--- src/design/bdq_pkg.sv ---
// shared types and constants of the bounded deque with search
package bdq_pkg;

  localparam int DEPTH_DEF = 16;
  localparam int CMD_W     = 3;
  localparam int VAL_W     = 32;
  localparam int LEN_W     = 5;
  localparam int OUT_W     = 8;

  typedef enum logic [CMD_W-1:0] {
    CMD_INS_FRONT = 3'd0,
    CMD_INS_BACK  = 3'd1,
    CMD_REM_BACK  = 3'd2,
    CMD_SEARCH    = 3'd3,
    CMD_LENGTH    = 3'd4
  } cmd_t;

  typedef enum logic [1:0] {
    ST_OK    = 2'd0,
    ST_EMPTY = 2'd1,
    ST_FULL  = 2'd2
  } status_t;

  typedef enum logic {
    S_IDLE = 1'b0,
    S_SCAN = 1'b1
  } state_t;

  typedef struct packed {
    logic    valid;
    status_t status;
    logic    found;
  } res_t;

endpackage

--- src/design/bounded_deque_with_search.sv ---
// inserts, remove, length and unknown commands register their result the cycle after accept
// a search reads entries from the head until a match or the last entry; if empty, it reads none
// throughput: one transaction at a time; a search reads one entry per cycle through the single
// store read port and one comparator, and no new command is taken until the search ends
// reset: head index and entry count clear to zero, output register empties; the entry store
// is not cleared and takes no clearing pass, entries are only read after being written
module bounded_deque_with_search #(
  parameter int DEPTH = bdq_pkg::DEPTH_DEF
) (
  input  logic                             clk,
  input  logic                             rst_n,
  input  logic                             in_tvalid,
  output logic                             in_tready,
  input  logic signed [bdq_pkg::VAL_W-1:0] in_tdata,   // [31:0] value
  input  logic [bdq_pkg::CMD_W-1:0]        in_tuser,   // [2:0] cmd
  output logic                             out_tvalid,
  input  logic                             out_tready,
  output logic [bdq_pkg::OUT_W-1:0]        out_tdata   // [1:0] status, [2] found, [7:3] length
);

  localparam int IW = (DEPTH > 1) ? $clog2(DEPTH) : 1;
  localparam int CW = $clog2(DEPTH + 1);

  // store ports
  logic                      wr_en;
  logic [IW-1:0]             wr_addr;
  logic [bdq_pkg::VAL_W-1:0] wr_data;
  logic                      rd_en;
  logic [IW-1:0]             rd_addr;
  logic [bdq_pkg::VAL_W-1:0] rd_data;

  // result from the sequencer, valid for one cycle
  bdq_pkg::res_t res;
  logic [CW-1:0] res_count;
  logic [CW+bdq_pkg::LEN_W-1:0] count_ext;

  // output register
  logic                      out_valid_r, out_valid_nxt;
  logic [bdq_pkg::OUT_W-1:0] out_data_r, out_data_nxt;
  logic                      out_free;

  bdq_store #(
    .DEPTH (DEPTH),
    .IW    (IW)
  ) u_store (
    .clk     (clk),
    .wr_en   (wr_en),
    .wr_addr (wr_addr),
    .wr_data (wr_data),
    .rd_en   (rd_en),
    .rd_addr (rd_addr),
    .rd_data (rd_data)
  );

  bdq_seq #(
    .DEPTH (DEPTH),
    .IW    (IW),
    .CW    (CW)
  ) u_seq (
    .clk       (clk),
    .rst_n     (rst_n),
    .in_valid  (in_tvalid),
    .in_cmd    (bdq_pkg::cmd_t'(in_tuser)),
    .in_value  (in_tdata),
    .out_free  (out_free),
    .in_ready  (in_tready),
    .wr_en     (wr_en),
    .wr_addr   (wr_addr),
    .wr_data   (wr_data),
    .rd_en     (rd_en),
    .rd_addr   (rd_addr),
    .rd_data   (rd_data),
    .res       (res),
    .res_count (res_count)
  );

  // a new transaction is taken only when the output register is empty or draining,
  // so the result of that transaction always finds room
  assign out_free = !out_valid_r || out_tready;

  // length field carries the low bits of the count
  assign count_ext = {{bdq_pkg::LEN_W{1'b0}}, res_count};

  always_comb begin
    out_valid_nxt = out_valid_r;
    out_data_nxt  = out_data_r;
    if (out_valid_r && out_tready) begin
      out_valid_nxt = 1'b0;
    end
    if (res.valid) begin
      out_valid_nxt = 1'b1;
      out_data_nxt  = {count_ext[bdq_pkg::LEN_W-1:0], res.found, res.status};
    end
  end

  always_ff @(posedge clk) begin
    if (!rst_n) begin
      out_valid_r <= 1'b0;
    end else begin
      out_valid_r <= out_valid_nxt;
    end
  end

  always_ff @(posedge clk) begin
    out_data_r <= out_data_nxt;
  end

  assign out_tvalid = out_valid_r;
  assign out_tdata  = out_data_r;

  // a result never overwrites one still waiting
  a_no_overwrite: assert property (@(posedge clk) disable iff (!rst_n)
    res.valid |-> out_free)
    else $error("result produced while output register still held");

  // count never leaves its range
  a_count_range: assert property (@(posedge clk) disable iff (!rst_n)
    res.valid |-> res_count <= CW'(DEPTH))
    else $error("entry count above depth");

  // full status only with a full store
  a_full_status: assert property (@(posedge clk) disable iff (!rst_n)
    (res.valid && res.status == bdq_pkg::ST_FULL) |-> res_count == CW'(DEPTH))
    else $error("full status with room left");

  // empty status only with nothing stored
  a_empty_status: assert property (@(posedge clk) disable iff (!rst_n)
    (res.valid && res.status == bdq_pkg::ST_EMPTY) |-> res_count == '0)
    else $error("empty status with entries stored");

endmodule

--- src/design/bdq_store.sv ---
// entry store: one write port and one registered read port
module bdq_store #(
  parameter int DEPTH = bdq_pkg::DEPTH_DEF,
  parameter int IW    = $clog2(DEPTH)
) (
  input  logic                      clk,
  input  logic                      wr_en,
  input  logic [IW-1:0]             wr_addr,
  input  logic [bdq_pkg::VAL_W-1:0] wr_data,
  input  logic                      rd_en,
  input  logic [IW-1:0]             rd_addr,
  output logic [bdq_pkg::VAL_W-1:0] rd_data
);

  logic [bdq_pkg::VAL_W-1:0] mem [DEPTH];

  always_ff @(posedge clk) begin
    if (wr_en) begin
      mem[wr_addr] <= wr_data;
    end
  end

  always_ff @(posedge clk) begin
    if (rd_en) begin
      rd_data <= mem[rd_addr];
    end
  end

endmodule

--- src/design/bdq_seq.sv ---
// command sequencer: head and count, pointer updates and the shared compare scan
module bdq_seq #(
  parameter int DEPTH = bdq_pkg::DEPTH_DEF,
  parameter int IW    = $clog2(DEPTH),
  parameter int CW    = $clog2(DEPTH + 1)
) (
  input  logic                             clk,
  input  logic                             rst_n,
  input  logic                             in_valid,
  input  bdq_pkg::cmd_t                    in_cmd,
  input  logic signed [bdq_pkg::VAL_W-1:0] in_value,
  input  logic                             out_free,
  output logic                             in_ready,
  output logic                             wr_en,
  output logic [IW-1:0]                    wr_addr,
  output logic [bdq_pkg::VAL_W-1:0]        wr_data,
  output logic                             rd_en,
  output logic [IW-1:0]                    rd_addr,
  input  logic [bdq_pkg::VAL_W-1:0]        rd_data,
  output bdq_pkg::res_t                    res,
  output logic [CW-1:0]                    res_count
);

  localparam int SW = CW + 1;

  bdq_pkg::state_t state_r, state_nxt;
  logic [IW-1:0] head_r, head_nxt;
  logic [CW-1:0] count_r, count_nxt;
  logic [IW-1:0] ptr_r, ptr_nxt;
  logic [CW-1:0] rem_r, rem_nxt;
  logic [bdq_pkg::VAL_W-1:0] key_r, key_nxt;

  logic          accept;
  logic          full;
  logic          empty;
  logic          hit;
  logic [IW-1:0] head_dec;
  logic [IW-1:0] ptr_inc;
  logic [SW-1:0] back_sum;
  logic [IW-1:0] back_pos;

  always_ff @(posedge clk) begin
    if (!rst_n) begin
      state_r <= bdq_pkg::S_IDLE;
      head_r  <= '0;
      count_r <= '0;
    end else begin
      state_r <= state_nxt;
      head_r  <= head_nxt;
      count_r <= count_nxt;
    end
  end

  always_ff @(posedge clk) begin
    ptr_r <= ptr_nxt;
    rem_r <= rem_nxt;
    key_r <= key_nxt;
  end

  always_comb begin
    full     = (count_r == CW'(DEPTH));
    empty    = (count_r == '0);
    head_dec = (head_r == '0) ? IW'(DEPTH - 1) : head_r - 1'b1;
    ptr_inc  = (ptr_r == IW'(DEPTH - 1)) ? '0 : ptr_r + 1'b1;
    back_sum = SW'(head_r) + SW'(count_r);
    back_pos = (back_sum >= SW'(DEPTH)) ? IW'(back_sum - SW'(DEPTH)) : IW'(back_sum);
    // the one comparator, reused for every scanned entry
    hit      = (rd_data == key_r);
  end

  always_comb begin
    state_nxt  = state_r;
    head_nxt   = head_r;
    count_nxt  = count_r;
    ptr_nxt    = ptr_r;
    rem_nxt    = rem_r;
    key_nxt    = key_r;
    in_ready   = 1'b0;
    accept     = 1'b0;
    wr_en      = 1'b0;
    wr_addr    = head_r;
    wr_data    = in_value;
    rd_en      = 1'b0;
    rd_addr    = head_r;
    res.valid  = 1'b0;
    res.status = bdq_pkg::ST_OK;
    res.found  = 1'b0;
    unique case (state_r)
      bdq_pkg::S_IDLE: begin
        in_ready = out_free;
        accept   = in_valid && out_free;
        if (accept) begin
          unique case (in_cmd)
            bdq_pkg::CMD_INS_FRONT: begin
              res.valid = 1'b1;
              if (full) begin
                res.status = bdq_pkg::ST_FULL;
              end else begin
                head_nxt  = head_dec;
                wr_en     = 1'b1;
                wr_addr   = head_dec;
                count_nxt = count_r + 1'b1;
              end
            end
            bdq_pkg::CMD_INS_BACK: begin
              res.valid = 1'b1;
              if (full) begin
                res.status = bdq_pkg::ST_FULL;
              end else begin
                wr_en     = 1'b1;
                wr_addr   = back_pos;
                count_nxt = count_r + 1'b1;
              end
            end
            bdq_pkg::CMD_REM_BACK: begin
              res.valid = 1'b1;
              if (empty) begin
                res.status = bdq_pkg::ST_EMPTY;
              end else begin
                count_nxt = count_r - 1'b1;
              end
            end
            bdq_pkg::CMD_SEARCH: begin
              if (empty) begin
                res.valid = 1'b1;
              end else begin
                key_nxt   = in_value;
                ptr_nxt   = head_r;
                rem_nxt   = count_r;
                rd_en     = 1'b1;
                rd_addr   = head_r;
                state_nxt = bdq_pkg::S_SCAN;
              end
            end
            default: begin
              res.valid = 1'b1;
            end
          endcase
        end
      end
      bdq_pkg::S_SCAN: begin
        // rd_data holds the entry at ptr_r
        if (hit || rem_r == CW'(1)) begin
          res.valid = 1'b1;
          res.found = hit;
          state_nxt = bdq_pkg::S_IDLE;
        end else begin
          rd_en   = 1'b1;
          rd_addr = ptr_inc;
          ptr_nxt = ptr_inc;
          rem_nxt = rem_r - 1'b1;
        end
      end
      default: begin
        state_nxt = bdq_pkg::S_IDLE;
      end
    endcase
    res_count = count_nxt;
  end

endmodule
--- config.mk ---
export PLATFORM = sky130hd
export DESIGN_NAME = bounded_deque_with_search
export DESIGN_NICKNAME = d
export VERILOG_FILES = /design/src/design/bdq_pkg.sv /design/src/design/bounded_deque_with_search.sv /design/src/design/bdq_store.sv /design/src/design/bdq_seq.sv
export SDC_FILE = /design/constraint.sdc
export NUM_CORES = 1
export LEC_CHECK = 0
export BUFFER_PORTS_ARGS = -buffer_cell sky130_fd_sc_hd__buf_2
export CAP_MARGIN = 25
export CELL_PAD_IN_SITES_DETAIL_PLACEMENT = 1
export CELL_PAD_IN_SITES_GLOBAL_PLACEMENT = 1
export CORE_MARGIN = 2
export CORE_UTILIZATION = 45
export DETAILED_ROUTE_END_ITERATION = 8
export PLACE_DENSITY_LB_ADDON = 0.1
export SLEW_MARGIN = 20
export SYNTH_ARGS = -nofsm -noshare
export SYNTH_HDL_FRONTEND = slang
export SYNTH_SLANG_ARGS = --single-unit
--- constraint.sdc ---
create_clock -name clk -period 12.6 [get_ports clk]
set_input_delay 0.63 -clock clk [delete_from_list [all_inputs] [get_ports clk]]
set_output_delay 0.63 -clock clk [all_outputs]
set_load 0.02 [all_outputs]
==> metrics.md <==
| Metric | Value |
|---|---|
| Primary FF master, synth | edfxtp_1 |
| Detailed Place HPWL | a little over 30 mm |
| Compound-Gate Fraction of Synth Area | 0.0537 |
| Total core area | between 50000 and 60000 sq um |
| Die height | 233 um |
| Hold Crit Class | in2reg |
| Max stage delay on crit path | ~840 ps |
| Area growth syn-to-layout | 13.6% |
| DRC violations left | 0 |
| Final hold slack | 366 ps |
| Worst-path clk slew | ~60 ps |
| Clock latency on the worst-skew pair | between 600 and 700 ps |
| Vias in the first global route | about 13k |
| Critical Path RT | ~13000 ps |
| Worst Path Buf+Inv | 2 |
| Post-synth top cells | edfxtp_1 (593), mux2i_1 (259), o22ai_1 (131) |
| Initial antenna violation count | 2 |
| WL/cell | roughly 28 um |
| Fmax achieved | around 180 MHz |
| Worst Path Max Fanout | 150 |
| WP data arrival | between 6000 and 7000 ps |
| Startpoint Class | flop |
| Outcome | finished clean |
| Htree depth | 2 |
| Fin crit share | 0.449 |
| Drt pass-1 iters | 5 |
| Adder and majority gate portion of the synthesized area | 0.00561 |
| Cells along the critical path | xor2_1, nor4_1, nand4_1, o31a_1, mux2i_4, buf_4, buf_12, mux2i_1, o22ai_1, or4_1 |
| Clock skew | approximately 22 ps |
| Global-route wire length before repair | between 80 and 90 mm |
| PwrDens | around 160 nW/um^2 |
| Gpl congestion | 0.788 |
| Num rows | between 80 and 90 |
| Max clock buf depth | 3 |
| Nets | between 1k and 1.5k |
| Post-CTS setup buffer count | 0 |
| Clock root cell | clkbuf_16 |
| Post-Synth XOR/XNOR Area | 0.0144 |
| Routed wire length | approximately 60 mm |
| Clock Sinks | 604 |
| Gr usage total | 0.226 |
| Critical path class | reg2reg |
| Via density | between 5 and 6 |
| Die W | about 230 um |
| Total of max-cap violations | 0 |
| Fraction of registers with async set/reset | 0 |
| Share of the synthesized area in the top cell type | 0.753 |
| Number of flops mapped to enable cells by yosys | between 500 and 600 |
| Minimum clock period | 5650 ps |
| Most frequent cell after synthesis | edfxtp_1 |
| Grt ovf | 0 |
| TritonCTS Buffers | between 60 and 70 |
| Worst path top cell family by delay | simple AND/OR/NAND/NOR gates |
| Fill count | 4813 |
| Unique masters post-synth | 54 |
| Post-synthesis simple-gate area fraction | 0.0359 |
| Slowest-stage cell, CP | buf_12 |
| Hold path start | rst_n |
| Place WS | around 7000 ps |
| Port bufs | 48 |
| Final worst slack | roughly 6900 ps |
| Synth Cell Area | 23600 sq um |
| Layout cells sized above 1 | 0.138 |
| Leak | around 0.01 uW |
| # setup viols final | 0 |
| Synth Net Count | approximately 1.4k |
| Worst Max-Slew Pin Slew | ~1200 ps |
| Mapped Cells | about 1.3k |
| Biggest area consumer among synthesized cells | edfxtp_1 |
| Crit path launch | u_store.rd_data[11] |
| Final hold vios | 0 |
| Setup TNS | 0 ps |
| Initial DRC Count | approximately 1.0k |
| Unrepaired setup endpoints after global routing | false |
| Main combinational cell family by area after synthesis | multiplexers |
| Rel. slew slack | 0.219 |
| Vias | 12.5k |
| DIE AREA | 54400 sq um |
| Initial core utilization | 0.453 |
| Sequential element share of the synthesized area | 0.762 |
| Mean Syn Cell Area | ~18 sq um |
| Top cells by area, synth | edfxtp_1 (75%), mux2i_1 (11%), o22ai_1 (3.5%) |
| Reg2reg start | u_store.rd_data[11] |
| IO Pins | 49 |
| Post-cts resize count | 0 |
| Warnings from Yosys | 0 |
| Post-synthesis mux area share | 0.110 |
| Max IR drop VDD | 0.122 mV |
| Final ANT Viol Nets | 0 |
| Flops & latches, synth | approximately 600 |
| Worst Setup End Kind | flop |
| Largest net degree at the start of global routing | roughly 150 |
| Slew Viols, Final | 0 |
| CTS Hold Bufs | 0 |
| CTS tree | built |
## power breakdown
group / switching [uW] / internal (uW)
clock network: 758 / 1080
logic: 106 / 50.7
registers: 6.95 / 2220
total: 871 / 3350
## per-layer routing
layer / share of wire / track usage / vias up
met1: 0.43 / 0.303 / 6577
met3: 0.045 / 0.0356 / 118
met4: 0.028 / 0.0713 / 2
met2: 0.50 / 0.378 / 308
li1: - / - / 5538
met5: 0.00022 / 0 / -
## layout make-up
class,count,area [sq um],share of cell area
Clock buffer,71,1590,0.0590
Tap cell,688,861,0.0320
Multi-Input combinational cell,658,5420,0.202
Sequential cell,604,18000,0.671
Antenna cell,1,2.50,0.0000932
Inverter,11,41.3,0.00154
Timing Repair Buffer,78,478,0.0178
Clock inverter,40,448,0.0167
## per-stage QoR
stage | power (uW) | utilization | std cells | instance area [sq um]
floorplan | 2360 | - | 1336 | 23600
global placement | 2420 | 0.475 | 2039 | 24800
detailed placement | 2430 | 0.475 | 2039 | 24800
CTS | 4260 | 0.514 | 2150 | 26900
global route | 4350 | 0.514 | 2151 | 26900
finish | 4220 | 0.514 | 2151 | 26900
## placed cells by master (no fill, tap or decap), types with 21 or more instances in the layout
cell       synthesis  final
buf_2             18     48
buf_4             30     29
clkbuf_16          0     62
edfxtp_1         593    593
mux2i_1          259    258
nand2_1           23     23
nor2_1            39     21
o22ai_1          131    131
or4_1             32     32
xor2_1            32     32
## path summary, 6_finish.rpt
kind	to	slack, ps	cells after the start
worst max-delay path	u_store.rd_data[30]	6950	10
worst min-delay path	u_seq.head_r[0]	370	2
worst max register to register	u_store.rd_data[30]	6950	10
worst min register to register	u_seq.rem_r[0]	660	1
## sequential cells by signal, indices dropped and copies added (netlist names)
register and flops:
u_seq.key_r 32, u_seq.count_r 5, u_store.rd_data 32, u_store.mem 512
out_tdata 8, u_seq.rem_r 5, u_seq.head_r 4, out_tvalid 1
u_seq.state_r 1, u_seq.ptr_r 4
## cells by family after synthesis
| logic type | count (synthesis) |
|---|---|
| AO/OA/AOI/OAI | 193 |
| XOR/XNOR | 39 |
| adder cells (fa/ha/maj) | 10 |
| buffers and inverters | 74 |
| flip-flops | 604 |
| multiplexers | 260 |
| AND/OR/NAND/NOR | 156 |
No activity file was read; power rests on OpenSTA's default activity.
